--- src/sky_rph_pkg.sv ---
`default_nettype none

package sky_rph_pkg;

    localparam int MAX_PIXELS   = 8192;
    localparam int MAX_RED_BINS = 8;

    localparam int CNT_DEPTH = MAX_PIXELS * MAX_RED_BINS;
    localparam int PIX_W     = $clog2(MAX_PIXELS);
    localparam int CNT_AW    = $clog2(CNT_DEPTH);

    localparam int QUEUE_DEPTH = 2;
    localparam int QAW         = (QUEUE_DEPTH > 1) ? $clog2(QUEUE_DEPTH) : 1;
    localparam int QCW         = $clog2(QUEUE_DEPTH + 1);

    localparam int CTH_W  = 17;
    localparam int PHI_W  = 16;
    localparam int Z_W    = 32;
    localparam int WT_W   = 16;
    localparam int PIXF_W = 13;
    localparam int BINF_W = 3;
    localparam int CNT_W  = 32;
    localparam int OCC_W  = 14;
    localparam int SC_W   = 7;
    localparam int SP_W   = 8;
    localparam int NB_W   = 4;

    localparam int CFG_IW = 3;
    localparam int CFG_DW = 32;

    typedef enum logic [0:0] {
        OP_ADD  = 1'b0,
        OP_READ = 1'b1
    } t_op;

    typedef enum logic [CFG_IW-1:0] {
        CFG_SIDE_CTH    = 3'd0,
        CFG_SIDE_PHI    = 3'd1,
        CFG_RED_BINS    = 3'd2,
        CFG_RED_ORIGIN  = 3'd3,
        CFG_RED_SCALE   = 3'd4,
        CFG_USE_WEIGHTS = 3'd5
    } t_cfg_idx;

    typedef struct packed {
        t_op               op;
        logic              hit;
        logic              acc;
        logic              bad;
        logic [PIXF_W-1:0] pix_field;
        logic [BINF_W-1:0] bin_field;
        logic [PIX_W-1:0]  addr_pix;
        logic [CNT_AW-1:0] addr_bin;
        logic [WT_W-1:0]   add;
        logic              last;
    } t_task;

    typedef struct packed {
        logic [PIXF_W-1:0] pixel_index;
        logic [BINF_W-1:0] red_bin;
        logic              accepted;
        logic              bad_angle;
        logic [CNT_W-1:0]  bin_count;
        logic [CNT_W-1:0]  pixel_count;
        logic [OCC_W-1:0]  occupied_pixels;
        logic              last_out;
    } t_result;

endpackage

`default_nettype wire

--- src/sky_rph_fifo.sv ---
`default_nettype none

module sky_rph_fifo (
    input  wire                  i_clk,
    input  wire                  i_rst_n,
    input  wire                  i_push_valid,
    output logic                 o_push_ready,
    input  wire sky_rph_pkg::t_task i_push_data,
    output logic                 o_pop_valid,
    input  wire                  i_pop_ready,
    output sky_rph_pkg::t_task   o_pop_data
);

    sky_rph_pkg::t_task             r_mem [sky_rph_pkg::QUEUE_DEPTH];
    logic [sky_rph_pkg::QAW-1:0]    r_wptr;
    logic [sky_rph_pkg::QAW-1:0]    r_rptr;
    logic [sky_rph_pkg::QCW-1:0]    r_count;
    logic [sky_rph_pkg::QAW-1:0]    n_wptr;
    logic [sky_rph_pkg::QAW-1:0]    n_rptr;
    logic [sky_rph_pkg::QCW-1:0]    n_count;
    logic                           push;
    logic                           pop;

    localparam logic [sky_rph_pkg::QAW-1:0] LAST_PTR =
        sky_rph_pkg::QAW'(sky_rph_pkg::QUEUE_DEPTH - 1);

    always_comb begin
        o_push_ready = (r_count != sky_rph_pkg::QCW'(sky_rph_pkg::QUEUE_DEPTH));
        o_pop_valid  = (r_count != '0);
        push         = i_push_valid && o_push_ready;
        pop          = i_pop_ready && o_pop_valid;
        n_wptr       = r_wptr;
        n_rptr       = r_rptr;
        n_count      = r_count;
        if (push) begin
            n_wptr = (r_wptr == LAST_PTR) ? '0 : r_wptr + 1'b1;
        end
        if (pop) begin
            n_rptr = (r_rptr == LAST_PTR) ? '0 : r_rptr + 1'b1;
        end
        if (push && !pop) begin
            n_count = r_count + 1'b1;
        end else if (pop && !push) begin
            n_count = r_count - 1'b1;
        end
    end

    always_ff @(posedge i_clk) begin
        if (!i_rst_n) begin
            r_wptr  <= '0;
            r_rptr  <= '0;
            r_count <= '0;
        end else begin
            r_wptr  <= n_wptr;
            r_rptr  <= n_rptr;
            r_count <= n_count;
        end
    end

    always_ff @(posedge i_clk) begin
        if (push) begin
            r_mem[r_wptr] <= i_push_data;
        end
    end

    assign o_pop_data = r_mem[r_rptr];

endmodule

`default_nettype wire

--- config.mk ---
export PLATFORM = sky130hd
export DESIGN_NAME = sky_rph_fifo
export DESIGN_NICKNAME = d
export VERILOG_FILES = /design/src/sky_rph_pkg.sv /design/src/sky_rph_fifo.sv
export SDC_FILE = /design/constraint.sdc
export NUM_CORES = 1
export LEC_CHECK = 0
export BUFFER_PORTS_ARGS = -buffer_cell sky130_fd_sc_hd__buf_2
export CAP_MARGIN = 40
export CORE_MARGIN = 5
export CORE_UTILIZATION = 52
export DETAILED_ROUTE_END_ITERATION = 10
export PLACE_DENSITY = 0.83
export SYNTH_ARGS = -nofsm -noshare
export SYNTH_HDL_FRONTEND = slang
export SYNTH_SLANG_ARGS = --single-unit
--- constraint.sdc ---
create_clock -name i_clk -period 2.9 [get_ports i_clk]
set_input_delay 0.58 -clock i_clk [delete_from_list [all_inputs] [get_ports i_clk]]
set_output_delay 0.58 -clock i_clk [all_outputs]
set_load 0.01 [all_outputs]
==> results.rst <==
.. list-table::
   :header-rows: 1

   * - Metric
     - Value
   * - Wire length of the first global-routing pass
     - 13600 um
   * - Synthesis-to-finish area growth
     - 29.7%
   * - Clock latency on the worst-skew pair
     - 0.50 ns
   * - Worst hold path class
     - in2reg
   * - GRT Resource Usage Total
     - 15.6%
   * - Total of max-cap violations
     - 0
   * - Worst Setup Start Kind
     - register
   * - Cell with the most instances after synthesis
     - edfxtp_1
   * - Register-to-register setup slack
     - 1.13 ns
   * - Number of antenna cells inserted
     - 0
   * - Total I/O pin count
     - 138
   * - Leak Pwr
     - 2.45 nW
   * - Slowest cell on the critical path
     - dfxtp_2
   * - Wire length per cell
     - 17.0 um
   * - Async SR Flop Fraction
     - 0%
   * - Number of buffers on the longest clock path
     - 2
   * - Primary FF master, synth
     - edfxtp_1
   * - Status
     - finished, final reports clean
   * - Required time of the critical path
     - 2.32 ns
   * - Initial antenna violation count
     - 0
   * - Portion of synthesized cell area occupied by the leading cell type
     - 79.1%
   * - Cell type group with the largest total delay on the critical path
     - flip-flops
   * - Max Transition Viols Final
     - 0
   * - Average cell area after synthesis
     - 21.9 um2
   * - Port buffer count
     - 137
   * - Peak ir drop on the vdd network
     - 0.534 mV
   * - Critical Path, Cell by Cell
     - buf_12 > mux2_2 > buf_2
   * - Die Outline Area
     - 0.0117 mm2
   * - Depth of the worst register-to-register path
     - 3
   * - Ranking of synthesized cells by instance count
     - edfxtp_1 (132), mux2_2 (66), dfxtp_1 (5), and2_1 (4), buf_6 (4)
   * - Actual slew at the worst max-slew pin
     - 0.538 ns
   * - Max incr delay on CP
     - 0.67 ns
   * - Worst hold path stage count
     - 1
   * - Endpoint of the worst hold path
     - r_mem[1][57]
   * - Vias in the first global route
     - 2774
   * - Detail-routed via count per cell
     - 4.94
   * - Fraction of the cycle the final worst path needs
     - 87.1%
   * - Overall overflow remaining after global route
     - 0
   * - Total negative setup slack
     - 0 ns
   * - CTS sink cnt
     - 137
   * - Cell count after synthesis
     - 229
   * - # DRC
     - 0
   * - Top cells by area in the synthesized netlist
     - edfxtp_1 (79%), mux2_2 (15%), dfxtp_1 (2.0%)
   * - Worst Path Max Fanout
     - 26
   * - Headroom to the max-slew limit
     - 64.2%
   * - Routability congestion estimate
     - 0.681
   * - Detailed-route wire length
     - 8950 um
   * - Number of detailed-routing iterations run before antenna repair
     - 4
   * - Post-DRT Antenna Nets
     - 0
   * - Pin count of the biggest net entering global routing
     - 35
   * - CTS Hold Buffers Added
     - 0
   * - # setup viols final
     - 0
   * - Arrival time at the worst endpoint
     - 1.95 ns
   * - Clock-pin slew of the registers on the worst-case setup and hold paths
     - 0.06 ns
   * - Number of distinct library cells after synthesis
     - 21
   * - Start of the worst register-to-register path
     - r_count[0]
   * - Placed inst area
     - 0.00589 mm2
   * - Std-Cell Core Area
     - 0.00933 mm2
   * - RSZ-0062 raised after global routing
     - no
   * - Core Util, Final
     - 69.7%
   * - Clock period minus worst slack
     - 2.53 ns
   * - Largest area contributor in the synthesized netlist
     - edfxtp_1
   * - Number of nets in the final layout
     - 455
   * - Post-CTS repair timing setup buffer count
     - 0
   * - Total power divided by cell area
     - 927 mW/mm2
   * - Number of clock buffers inserted by TritonCTS
     - 17
   * - Amount of wire on met3 after detailed routing
     - 658 um
   * - Synth Cell Area
     - 0.00501 mm2
   * - Share of the yosys chip area belonging to registers
     - 81.1%
   * - Count of endpoints failing hold in the final timing report
     - 0
   * - EDFF count, synth
     - 132
   * - X dimension of the die
     - 108 um
   * - Number of buffer and inverter instances along the worst setup path
     - 2
   * - FF+latch count, synth
     - 137
   * - Class of the most critical setup path
     - reg2out
   * - Share of layout cells above drive strength 1
     - 62.0%
   * - Met2 wirelength from detailed routing
     - 4720 um
   * - Detail Placement HPWL
     - 6160 um
   * - Post-route met1 wirelength
     - 3480 um
   * - Num rows
     - 35
   * - Clock root buffer
     - clkbuf_8
   * - Vias post-DR
     - 2596
   * - Clock tree from TritonCTS
     - yes
   * - Height of the chip
     - 108 um
   * - Final instance area
     - 0.00650 mm2
   * - Effective utilization at floorplan
     - 53.7%
   * - Number of DRC markers in iteration 0
     - 141
   * - Fmax achieved
     - 0.396 GHz
   * - Post-route clock skew
     - 0.00647 ns
   * - Count of H-tree levels built during CTS
     - 4
   * - Worst setup EP type
     - output pin
   * - Topmost layer with routed signal wires
     - met4
   * - Net Count, Synth
     - 300
   * - Destination of the worst register-to-register timing path
     - r_mem[1][38]
   * - Number of filler cells placed in the layout
     - 650
   * - Yosys warning count
     - 0
   * - Launch point of the worst hold path
     - i_push_data[57]
   * - Number of cells upsized or downsized after cts
     - 0
==> kinds of logic after synthesis <==
kind of cell             count (synthesis)  share of synthesized area, %
adder cells (fa/ha/maj)                  1                         0.250
flip-flops                             137                          81.1
multiplexers                            66                          14.8
AND/OR/NAND/NOR                          9                          1.30
buffers and inverters                    8                          1.32
XOR/XNOR                                 3                         0.524
AO/OA/AOI/OAI                            5                         0.699
==> metal layers <==
layer	up-vias	track usage [%]
li1	1222	-
met1	1265	17.8
met2	99	27.4
met3	10	5.01
met4	0	5.68
met5	-	0
==> sequential cells by signal, summed over array words and instances (netlist names), named ones only <==
name and cells:
r_mem 132, r_count 2, r_rptr 1, r_wptr 1
==> through the flow <==
step                      setup WS [ns]  hold slack, ns  total power, W  instances
after global placement            0.879           0.529         0.00391        494
after CTS                         0.328           0.235         0.00611        526
after global routing              0.269           0.231         0.00630        526
after floorplan                   0.289           0.512         0.00344        229
final                             0.374           0.259         0.00603        526
after detailed placement          0.862           0.560         0.00395        494
==> worst max-delay path by stage <==
stage | startpoint | endpoint | slack (ns) | depth (start not counted)
4_1_cts | register | o_pop_data[46] | 0.33 | 3
3_3_place_gp | register | o_pop_data[46] | 0.88 | 3
3_5_place_dp | register | o_pop_data[46] | 0.86 | 3
2_1_floorplan | i_push_valid | r_mem[1][0] | 0.29 | 1
5_1_grt | register | o_pop_data[46] | 0.27 | 3
6_report | register | o_pop_data[6] | 0.37 | 3
==> power breakdown <==
group	leakage (nW)	internal (W)	switching [W]
Combinational	0.885	0.000654	0.000640
Clock	0.290	0.00133	0.000822
Sequential	1.27	0.00247	0.000110
Total	2.45	0.00446	0.00157
==> placed cells by master (no fill, tap or decap), drive strengths merged, types with 2 or more instances in the layout <==
| cell | count |
|---|---|
| a21boi | 2 |
| and2 | 4 |
| buf | 143 |
| bufinv | 3 |
| clkbuf | 17 |
| clkinv | 6 |
| clkinvlp | 2 |
| dfxtp | 5 |
| edfxtp | 132 |
| inv | 5 |
| mux2 | 66 |
| o21ai | 2 |
| xnor2 | 2 |
==> cell type report <==
cell class	count	area, um2	share of cell area (%)
Sequential cell	137	4070	62.5
Clock buffer	17	414	6.37
Timing Repair Buffer	143	781	12.0
Tap cell	129	161	2.48
Inverter	1	3.75	0.0577
Clock inverter	15	193	2.96
Multi-Input combinational cell	84	883	13.6
==> worst register-to-register path: stages (launching register included) <==
cell      delay (ns)
dfxtp_1         0.41
nand2b_4        0.18
and3_2          0.50
buf_4           0.35
Power figures use the tool's default switching activity.
