`src/sky_rph_pkg.sv`:
```
`default_nettype none

package sky_rph_pkg;

    localparam int MAX_PIXELS   = 8192;
    localparam int MAX_RED_BINS = 8;

    localparam int CNT_DEPTH = MAX_PIXELS * MAX_RED_BINS;
    localparam int PIX_W     = $clog2(MAX_PIXELS);
    localparam int CNT_AW    = $clog2(CNT_DEPTH);

    localparam int QUEUE_DEPTH = 2;
    localparam int QAW         = (QUEUE_DEPTH > 1) ? $clog2(QUEUE_DEPTH) : 1;
    localparam int QCW         = $clog2(QUEUE_DEPTH + 1);

    localparam int CTH_W  = 17;
    localparam int PHI_W  = 16;
    localparam int Z_W    = 32;
    localparam int WT_W   = 16;
    localparam int PIXF_W = 13;
    localparam int BINF_W = 3;
    localparam int CNT_W  = 32;
    localparam int OCC_W  = 14;
    localparam int SC_W   = 7;
    localparam int SP_W   = 8;
    localparam int NB_W   = 4;

    localparam int CFG_IW = 3;
    localparam int CFG_DW = 32;

    typedef enum logic [0:0] {
        OP_ADD  = 1'b0,
        OP_READ = 1'b1
    } t_op;

    typedef enum logic [CFG_IW-1:0] {
        CFG_SIDE_CTH    = 3'd0,
        CFG_SIDE_PHI    = 3'd1,
        CFG_RED_BINS    = 3'd2,
        CFG_RED_ORIGIN  = 3'd3,
        CFG_RED_SCALE   = 3'd4,
        CFG_USE_WEIGHTS = 3'd5
    } t_cfg_idx;

    typedef struct packed {
        t_op               op;
        logic              hit;
        logic              acc;
        logic              bad;
        logic [PIXF_W-1:0] pix_field;
        logic [BINF_W-1:0] bin_field;
        logic [PIX_W-1:0]  addr_pix;
        logic [CNT_AW-1:0] addr_bin;
        logic [WT_W-1:0]   add;
        logic              last;
    } t_task;

    typedef struct packed {
        logic [PIXF_W-1:0] pixel_index;
        logic [BINF_W-1:0] red_bin;
        logic              accepted;
        logic              bad_angle;
        logic [CNT_W-1:0]  bin_count;
        logic [CNT_W-1:0]  pixel_count;
        logic [OCC_W-1:0]  occupied_pixels;
        logic              last_out;
    } t_result;

endpackage

`default_nettype wire

```
`src/sky_rph_if.sv`:
```
`default_nettype none

interface sky_rph_in_if;
    logic                                       valid;
    logic                                       ready;
    logic                                       op;
    logic signed [sky_rph_pkg::CTH_W-1:0]       cos_theta;
    logic        [sky_rph_pkg::PHI_W-1:0]       phi_turn;
    logic        [sky_rph_pkg::Z_W-1:0]         redshift;
    logic        [sky_rph_pkg::WT_W-1:0]        weight;
    logic        [sky_rph_pkg::PIXF_W-1:0]      read_pixel;
    logic        [sky_rph_pkg::BINF_W-1:0]      read_bin;
    logic                                       is_last;

    modport source (
        output valid, op, cos_theta, phi_turn, redshift, weight, read_pixel, read_bin,
               is_last,
        input  ready
    );
    modport sink (
        input  valid, op, cos_theta, phi_turn, redshift, weight, read_pixel, read_bin,
               is_last,
        output ready
    );
endinterface


interface sky_rph_cfg_if;
    logic                               valid;
    logic                               ready;
    logic [sky_rph_pkg::CFG_IW-1:0]     index;
    logic [sky_rph_pkg::CFG_DW-1:0]     data;

    modport source (output valid, index, data, input ready);
    modport sink   (input valid, index, data, output ready);
endinterface

`default_nettype wire

```
`src/sky_rph_front.sv`:
```
`default_nettype none

module sky_rph_front (
    input  wire                     i_clk,
    input  wire                     i_rst_n,
    input  wire                     i_hold,
    sky_rph_in_if.sink              i_in,
    sky_rph_cfg_if.sink             i_cfg,
    output logic                    o_task_valid,
    input  wire                     i_task_ready,
    output sky_rph_pkg::t_task      o_task
);

    logic [sky_rph_pkg::SC_W-1:0]   r_side_cth;
    logic [sky_rph_pkg::SP_W-1:0]   r_side_phi;
    logic [sky_rph_pkg::NB_W-1:0]   r_red_bins;
    logic [sky_rph_pkg::Z_W-1:0]    r_red_origin;
    logic [sky_rph_pkg::Z_W-1:0]    r_red_scale;
    logic                           r_use_weights;

    logic                           r_s1_valid;
    sky_rph_pkg::t_op               r_s1_op;
    logic [2*sky_rph_pkg::Z_W-1:0]  r_s1_prod;
    logic                           r_s1_zge;
    logic [sky_rph_pkg::SC_W-1:0]   r_s1_row;
    logic [sky_rph_pkg::SP_W-1:0]   r_s1_col;
    logic                           r_s1_bad;
    logic [sky_rph_pkg::WT_W-1:0]   r_s1_add;
    logic [sky_rph_pkg::PIXF_W-1:0] r_s1_rpix;
    logic [sky_rph_pkg::BINF_W-1:0] r_s1_rbin;
    logic                           r_s1_last;

    logic                           r_s2_valid;
    sky_rph_pkg::t_task             r_s2_task;

    logic                           n_s1_valid;
    logic                           n_s2_valid;

    logic [sky_rph_pkg::SC_W-1:0]   sc;
    logic [sky_rph_pkg::SP_W-1:0]   sp;
    logic [sky_rph_pkg::NB_W-1:0]   nb;
    logic [15:0]                    c_off;
    logic [22:0]                    row_prod;
    logic [23:0]                    col_prod;
    logic                           is_top;
    logic                           bad;
    logic [sky_rph_pkg::Z_W-1:0]    z_diff;
    logic [35:0]                    iz_prod;
    logic [3:0]                     iz;
    logic                           bin_ok;
    logic [15:0]                    ipix;
    logic                           pix_ok;
    logic                           rd_ok;
    logic                           acc;
    logic                           accept;
    logic                           push;
    logic                           adv1;
    logic                           adv2;
    sky_rph_pkg::t_task             n_s2_task;

    assign i_cfg.ready = 1'b1;

    always_ff @(posedge i_clk) begin
        if (!i_rst_n) begin
            r_side_cth    <= 7'd16;
            r_side_phi    <= 8'd32;
            r_red_bins    <= 4'd8;
            r_red_origin  <= 32'd0;
            r_red_scale   <= 32'd65536;
            r_use_weights <= 1'b0;
        end else if (i_cfg.valid) begin
            case (sky_rph_pkg::t_cfg_idx'(i_cfg.index))
                sky_rph_pkg::CFG_SIDE_CTH:    r_side_cth    <= i_cfg.data[6:0];
                sky_rph_pkg::CFG_SIDE_PHI:    r_side_phi    <= i_cfg.data[7:0];
                sky_rph_pkg::CFG_RED_BINS:    r_red_bins    <= i_cfg.data[3:0];
                sky_rph_pkg::CFG_RED_ORIGIN:  r_red_origin  <= i_cfg.data;
                sky_rph_pkg::CFG_RED_SCALE:   r_red_scale   <= i_cfg.data;
                sky_rph_pkg::CFG_USE_WEIGHTS: r_use_weights <= i_cfg.data[0];
                default: begin
                end
            endcase
        end
    end

    always_comb begin
        sc = (r_side_cth == '0) ? 7'd1 : r_side_cth;
        sp = (r_side_phi == '0) ? 8'd1 : r_side_phi;
        nb = (32'(r_red_bins) > 32'(sky_rph_pkg::MAX_RED_BINS))
           ? 4'(sky_rph_pkg::MAX_RED_BINS) : r_red_bins;

        push   = r_s2_valid && i_task_ready;
        adv2   = !r_s2_valid || push;
        adv1   = !r_s1_valid || adv2;
        accept = i_in.valid && adv1 && !i_hold;

        c_off    = i_in.cos_theta[15:0] + 16'h8000;
        is_top   = (i_in.cos_theta == 17'sd32768);
        bad      = (i_in.cos_theta < -17'sd32768) || (i_in.cos_theta > 17'sd32768);
        row_prod = 23'(c_off) * 23'(sc);
        col_prod = 24'(i_in.phi_turn) * 24'(sp);
        z_diff   = i_in.redshift - r_red_origin;

        iz_prod = 36'(r_s1_prod[31:0]) * 36'(nb);
        iz      = iz_prod[35:32];
        bin_ok  = r_s1_zge && (nb != '0) && (r_s1_prod[63:32] == '0);
        ipix    = 16'(r_s1_row) * 16'(sp) + 16'(r_s1_col);
        pix_ok  = !r_s1_bad && (32'(ipix) < 32'(sky_rph_pkg::MAX_PIXELS));
        acc     = bin_ok && pix_ok;
        rd_ok   = (32'(r_s1_rpix) < 32'(sky_rph_pkg::MAX_PIXELS))
               && (32'(r_s1_rbin) < 32'(sky_rph_pkg::MAX_RED_BINS));

        n_s2_task.op   = r_s1_op;
        n_s2_task.add  = r_s1_add;
        n_s2_task.last = r_s1_last;
        if (r_s1_op == sky_rph_pkg::OP_READ) begin
            n_s2_task.hit       = rd_ok;
            n_s2_task.acc       = 1'b0;
            n_s2_task.bad       = 1'b0;
            n_s2_task.pix_field = r_s1_rpix;
            n_s2_task.bin_field = r_s1_rbin;
            n_s2_task.addr_pix  = sky_rph_pkg::PIX_W'(r_s1_rpix);
            n_s2_task.addr_bin  = sky_rph_pkg::CNT_AW'(
                32'(r_s1_rpix) * 32'(sky_rph_pkg::MAX_RED_BINS) + 32'(r_s1_rbin));
        end else begin
            n_s2_task.hit       = acc;
            n_s2_task.acc       = acc;
            n_s2_task.bad       = r_s1_bad;
            n_s2_task.pix_field = r_s1_bad ? '0 : ipix[sky_rph_pkg::PIXF_W-1:0];
            n_s2_task.bin_field = bin_ok ? iz[sky_rph_pkg::BINF_W-1:0] : '0;
            n_s2_task.addr_pix  = ipix[sky_rph_pkg::PIX_W-1:0];
            n_s2_task.addr_bin  = sky_rph_pkg::CNT_AW'(
                32'(ipix) * 32'(sky_rph_pkg::MAX_RED_BINS) + 32'(iz));
        end

        n_s1_valid = adv1 ? accept : r_s1_valid;
        n_s2_valid = adv2 ? r_s1_valid : r_s2_valid;
    end

    always_ff @(posedge i_clk) begin
        if (!i_rst_n) begin
            r_s1_valid <= 1'b0;
            r_s2_valid <= 1'b0;
        end else begin
            r_s1_valid <= n_s1_valid;
            r_s2_valid <= n_s2_valid;
        end
    end

    always_ff @(posedge i_clk) begin
        if (accept) begin
            r_s1_op   <= sky_rph_pkg::t_op'(i_in.op);
            r_s1_prod <= 64'(z_diff) * 64'(r_red_scale);
            r_s1_zge  <= (i_in.redshift >= r_red_origin);
            r_s1_row  <= is_top ? (sc - 7'd1) : row_prod[22:16];
            r_s1_col  <= col_prod[23:16];
            r_s1_bad  <= bad;
            r_s1_add  <= r_use_weights ? i_in.weight : 16'd1;
            r_s1_rpix <= i_in.read_pixel;
            r_s1_rbin <= i_in.read_bin;
            r_s1_last <= i_in.is_last;
        end
        if (adv2) begin
            r_s2_task <= n_s2_task;
        end
    end

    assign i_in.ready   = adv1 && !i_hold;
    assign o_task_valid = r_s2_valid;
    assign o_task       = r_s2_task;

endmodule

`default_nettype wire

```
`src/flat_wrapper.sv`:
```
// flat-port wrapper written by rule: the top's interface ports become plain ports
module sky_rph_front_flat 
  (i_clk, i_rst_n, i_hold, o_task_valid, i_task_ready, o_task, i_in_valid, i_in_op, i_in_cos_theta, i_in_phi_turn, i_in_redshift, i_in_weight, i_in_read_pixel, i_in_read_bin, i_in_is_last, i_in_ready, i_cfg_valid, i_cfg_index, i_cfg_data, i_cfg_ready);
  sky_rph_in_if i_in_i ();
  sky_rph_cfg_if i_cfg_i ();
  input  wire i_clk;
  input  wire i_rst_n;
  input  wire i_hold;
  output logic o_task_valid;
  input  wire i_task_ready;
  output sky_rph_pkg::t_task o_task;
  input wire logic [$bits(i_in_i.valid)-1:0] i_in_valid;
  input wire logic [$bits(i_in_i.op)-1:0] i_in_op;
  input wire logic [$bits(i_in_i.cos_theta)-1:0] i_in_cos_theta;
  input wire logic [$bits(i_in_i.phi_turn)-1:0] i_in_phi_turn;
  input wire logic [$bits(i_in_i.redshift)-1:0] i_in_redshift;
  input wire logic [$bits(i_in_i.weight)-1:0] i_in_weight;
  input wire logic [$bits(i_in_i.read_pixel)-1:0] i_in_read_pixel;
  input wire logic [$bits(i_in_i.read_bin)-1:0] i_in_read_bin;
  input wire logic [$bits(i_in_i.is_last)-1:0] i_in_is_last;
  output wire logic [$bits(i_in_i.ready)-1:0] i_in_ready;
  input wire logic [$bits(i_cfg_i.valid)-1:0] i_cfg_valid;
  input wire logic [$bits(i_cfg_i.index)-1:0] i_cfg_index;
  input wire logic [$bits(i_cfg_i.data)-1:0] i_cfg_data;
  output wire logic [$bits(i_cfg_i.ready)-1:0] i_cfg_ready;
  assign i_in_i.valid = i_in_valid;
  assign i_in_i.op = i_in_op;
  assign i_in_i.cos_theta = i_in_cos_theta;
  assign i_in_i.phi_turn = i_in_phi_turn;
  assign i_in_i.redshift = i_in_redshift;
  assign i_in_i.weight = i_in_weight;
  assign i_in_i.read_pixel = i_in_read_pixel;
  assign i_in_i.read_bin = i_in_read_bin;
  assign i_in_i.is_last = i_in_is_last;
  assign i_in_ready = i_in_i.ready;
  assign i_cfg_i.valid = i_cfg_valid;
  assign i_cfg_i.index = i_cfg_index;
  assign i_cfg_i.data = i_cfg_data;
  assign i_cfg_ready = i_cfg_i.ready;
  sky_rph_front u_core (.i_clk(i_clk), .i_rst_n(i_rst_n), .i_hold(i_hold), .i_in(i_in_i), .i_cfg(i_cfg_i), .o_task_valid(o_task_valid), .i_task_ready(i_task_ready), .o_task(o_task));
endmodule
```
`config.mk`:
```
export PLATFORM = sky130hd
export DESIGN_NAME = sky_rph_front_flat
export DESIGN_NICKNAME = d
export VERILOG_FILES = /design/src/sky_rph_pkg.sv /design/src/sky_rph_if.sv /design/src/sky_rph_front.sv /design/src/flat_wrapper.sv
export SDC_FILE = /design/constraint.sdc
export NUM_CORES = 2
export LEC_CHECK = 0
export ABC_AREA = 1
export BUFFER_PORTS_ARGS = -buffer_cell sky130_fd_sc_hd__buf_4
export CAP_MARGIN = 20
export CELL_PAD_IN_SITES_DETAIL_PLACEMENT = 0
export CELL_PAD_IN_SITES_GLOBAL_PLACEMENT = 1
export CORE_ASPECT_RATIO = 1.75
export CORE_MARGIN = 1
export CORE_UTILIZATION = 50
export CTS_CLUSTER_DIAMETER = 100
export DETAILED_ROUTE_END_ITERATION = 10
export PLACE_DENSITY = 0.89
export SLEW_MARGIN = 20
export SYNTH_ARGS = -nofsm -noshare
export SYNTH_HDL_FRONTEND = slang
export SYNTH_SLANG_ARGS = --single-unit
```
`constraint.sdc`:
```
create_clock -name i_clk -period 12.5 [get_ports i_clk]
set_input_delay 1.875 -clock i_clk [delete_from_list [all_inputs] [get_ports i_clk]]
set_output_delay 1.875 -clock i_clk [all_outputs]
set_load 0.005 [all_outputs]
```
==> impl_summary.txt <==
----------------------------------------------------
[Status]
  Run status ... finished, final reports clean

[Die]
  Die area ... between 0.1 and 0.15 mm^2
  I/O pin total ... approximately 210
  Site Rows ... 165
  Die X-Extent ... 260 um
  Height of the chip ... ~450 um
  CORE AREA ... 0.116 mm^2
  Initial Utilization ... 50.5%

[Final layout]
  Growth of design area from synthesis to finish ... 7.14%
  Share of post-route cells with drive strength above 1 ... around 6.4%
  Layout fillers ... between 10000 and 15000
  Net total in the final layout ... 9015
  Post-layout instance area ... 0.0626 mm^2
  Finished Layout Cells ... about 8800

[Yosys]
  Post-synth design cell area ... 0.0584 mm^2
  Share of the synthesized area in compound gates (AO/OA/AOI/OAI) ... 5.74%
  Most used standard cells in the synthesized netlist ... sky130_fd_sc_hd__inv_1, sky130_fd_sc_hd__nand2_1, sky130_fd_sc_hd__fa_1
  Number of enable-type register cells in the synthesized netlist ... roughly 180
  Most frequent cell after synthesis ... sky130_fd_sc_hd__inv_1
  Xor and xnor area share after synthesis ... ~1.1%
  Proportion of netlist area held by the largest area contributor ... 39.2%
  Share of flip-flops with an asynchronous set or reset after synthesis ... 0%
  Predominant post-synthesis flop cell ... sky130_fd_sc_hd__edfxtp_1
  Top cells by area, synth ... sky130_fd_sc_hd__fa_1, sky130_fd_sc_hd__inv_1, sky130_fd_sc_hd__ha_1
  Yosys reg bits ... 267
  Post-synthesis net count ... around 9000
  Post-synthesis share of cell area spent on full adders, half adders and majority gates ... 48.9%
  Simple-gate share of the synthesized area ... a little under a fifth
  Synthesized instance count ... 7231
  Largest family of logic cells by synthesized area ... adder cells
  Mux contribution to synthesized area ... 0%
  Seq/Total Area, Yosys ... 12.2%
  Average cell area after synthesis ... 8.08 um^2
  Total number of yosys warnings ... 0
  Number of distinct library cells after synthesis ... a little under 60
  Top cell type by total area after synthesis ... sky130_fd_sc_hd__fa_1

[Global routing]
  Antenna violations before repair ... 26
  Total grt overflow ... 0
  Via count of the first global-routing pass ... 55481
  GRT Total Usage ... a little over two fifths
  First-pass GRT wire length ... 353000 um
  Largest net degree at the start of global routing ... 86

[Route]
  Drc violations ... 0
  Detail Route Antenna Nets ... 0
  Detailed Route Iter0 Violations ... 4209
  Routed WL ... 239000 um
  Length of routed met2 wiring ... 113000 um
  Number of iterations in the first detailed-routing pass ... 6
  Average vias per placed instance ... 5.81
  Highest routing layer actually used ... met5
  Wire length on met3 ... around 25000 um
  Wirelength per Cell ... ~27 um
  Post-route met1 wirelength ... 69200 um
  Via count ... 51249

[STA]
  Worst Clk Skew ... 34.6 ps
  Final TNS setup ... 0 ps
  Max frequency ... 91.1 MHz
  Unrepaired setup endpoints after global routing ... false
  Crit path time final ... between 10000 and 15000 ps
  Actual transition at the worst max-transition pin ... 1280 ps
  Slew Limit Headroom ... 14.3%
  Count of final max-slew check failures ... 0
  Worst path setup slack after routing ... 1530 ps
  Post-route clock period utilization ... 87.8%
  Final setup violating endpoints ... 0
  Number of endpoints with negative hold slack in the final report ... 0

[Worst hold path]
  HP Start ... u_core.r_s1_add[10]
  End of the worst hold path ... u_core.o_task[11]
  Number of cells traversed by the worst hold path ... 0
  Class of the tightest hold or removal check ... flop to flop

[Worst setup path]
  Worst setup slack for register-to-register paths ... 2480 ps
  CP Class ... input port to flop
  Most repeated library cell on the critical path ... sky130_fd_sc_hd__fa_1
  Crit path DAT ... 11380 ps
  Register-to-Register Path Depth ... 34
  Reg-to-Reg End ... u_core.r_s1_prod[57]
  Critical-path top delay cell ... sky130_fd_sc_hd__fa_1
  Biggest fanout along the worst timing path ... 21
  Delay of the slowest cell on the worst path ... 1040 ps
  CP Data Required Time ... 12910 ps
  Kind of end point of the critical path ... flop
  Reg2Reg Launch Point ... u_core.r_red_origin[2]
  Kind of launch point of the worst setup path ... input port

[Pwr]
  Ratio of total power to cell area ... 140 mW/mm^2
  Power share of the clock group ... 10.8%
  Reported leakage power ... 32.7 nW
  Peak supply drop ... roughly 0.15 mV
  Switching power ... 4.95 mW
  Combinational cell fraction of total power ... 73.8%
  Share of total power consumed by net switching ... 56.4%
  Fraction of power consumed by sequential logic ... 15.4%
  Pwr Total ... 8.77 mW
  Power Internal ... 3.82 mW

[Clock network]
  Clock tree from TritonCTS ... yes
  Deepest level of the CTS H-tree ... 1
  Clock latency on the worst-skew pair ... 680 ps
  Setup Fix Bufs, Post-CTS ... 0
  Number of clock buffers inserted by TritonCTS ... 29
  Clock tree root driver cell ... sky130_fd_sc_hd__clkbuf_16
  CTS max path bufs ... 3
  Post-CTS resize count ... 0
  Clock transition at the register clock pins on the worst setup and hold paths after CTS ... 60 ps
  Hold-fix buffers, CTS ... 0
  Num Clock Sinks ... 267

[Flow run]
  Maximum capacitance violations ... 0

[Place]
  Placed inst area ... 0.0614 mm^2
  Placed insts ... roughly 8700
  Pre-CTS setup slack ... 1240 ps
  HPWL after DPL ... 185000 um
  Port buffer count ... 207
  Final weighted congestion of routability-driven global placement ... 1.06

----------------------------------------------------
==> flip-flops by register name, indices dropped and copies added, names as in the netlist <==
signal	cells
u_core.r_s1_last	1
u_core.r_s1_prod	64
u_core.r_red_scale	32
u_core.r_s1_col	8
u_core.r_s1_op	1
u_core.r_s1_rpix	13
u_core.o_task	66
u_core.r_s1_rbin	3
u_core.r_s1_valid	1
u_core.r_red_bins	4
u_core.r_side_phi	8
u_core.r_use_weights	1
u_core.r_s1_row	7
u_core.r_red_origin	32
u_core.r_s1_zge	1
u_core.r_side_cth	7
u_core.o_task_valid	1
u_core.r_s1_add	16
u_core.r_s1_bad	1
==> layer usage <==
metal,vias to the layer above,global-route usage (%)
met5,-,0.622
met1,25198,38.6
met4,24,43.8
met3,1422,16.0
li1,21733,-
met2,2872,69.3
==> cells in the final DEF, fill, tap and decap left out, drive strengths merged, types with 2 or more instances in the layout <==
cell type	n
clkinvlp	7
o221ai	4
o21a	6
o2111ai	2
xor2	61
clkbuf	29
xnor2	14
fa	1144
o211ai	12
bufinv	5
o21ai	216
nand3b	7
a21boi	10
dfxtp	86
nor3	50
o31ai	4
and3	3
edfxtp	181
a31o	2
a211oi	5
clkinv	31
buf	323
nor2	904
or2	31
diode	22
o21bai	24
nor4	18
nand3	319
inv	1695
nand2	1267
ha	454
a21oi	278
a31oi	20
nand4	61
a21o	20
==> power groups by stage <==
| stage | Clock, mW | Combinational, mW | Sequential [mW] |
|---|---|---|---|
| after global routing | 0.980 | 7.01 | 1.35 |
| final | 0.950 | 6.47 | 1.35 |
| after floorplan | 0 | 3.87 | 1.30 |
| after CTS | 0.956 | 6.15 | 1.34 |
| after detailed placement | 0 | 6.10 | 1.36 |
| after global placement | 0 | 6.04 | 1.36 |
==> area by class of cell <==
cell class	instances	area (um^2)	share of cell area (%)
Sequential cell	267	7170	11.4
Clock buffer	29	726	1.16
Inverter	1715	6440	10.3
Multi-Input combinational cell	4941	43600	69.6
Clock inverter	23	287	0.458
Tap cell	1503	1880	3.00
Timing Repair Buffer	323	2510	4.01
Antenna cell	22	55.1	0.0879
==> how the worst max path moves through the flow <==
stage	from	to	slack [ps]	cells past startpoint
after detailed placement	i_in_redshift[2]	u_core.r_s1_prod[55]	1240	34
final	i_in_redshift[2]	u_core.r_s1_prod[57]	1530	34
after CTS	i_in_redshift[2]	u_core.r_s1_prod[55]	1900	34
after global placement	i_in_redshift[2]	u_core.r_s1_prod[55]	1200	34
after floorplan	i_in_redshift[0]	u_core.r_s1_prod[44]	3120	38
after global routing	i_in_redshift[2]	u_core.r_s1_prod[44]	1280	34
==> stage by stage <==
| stage | hold WS, ps | utilization (%) |
|---|---|---|
| floorplan | 400 | - |
| global placement | 401 | 53.1 |
| detailed placement | 406 | 53.1 |
| CTS | 421 | 54.0 |
| global route | 425 | 54.1 |
| finish | 421 | 54.2 |
==> kinds of logic after synthesis <==
logic type / Yosys count
AO/OA/AOI/OAI: 605
flip-flops: 267
XOR/XNOR: 75
adder cells (fa/ha/maj): 1598
other: 1
buffers and inverters: 2023
AND/OR/NAND/NOR: 2662
==> critical path, delay by kind of cell <==
kind,cells,cell delay [ps]
fa+ha+maj,10,5450
compound gates,5,920
buf+inv,8,820
simple gates,11,2290
(Power assumes the default switching activity.)
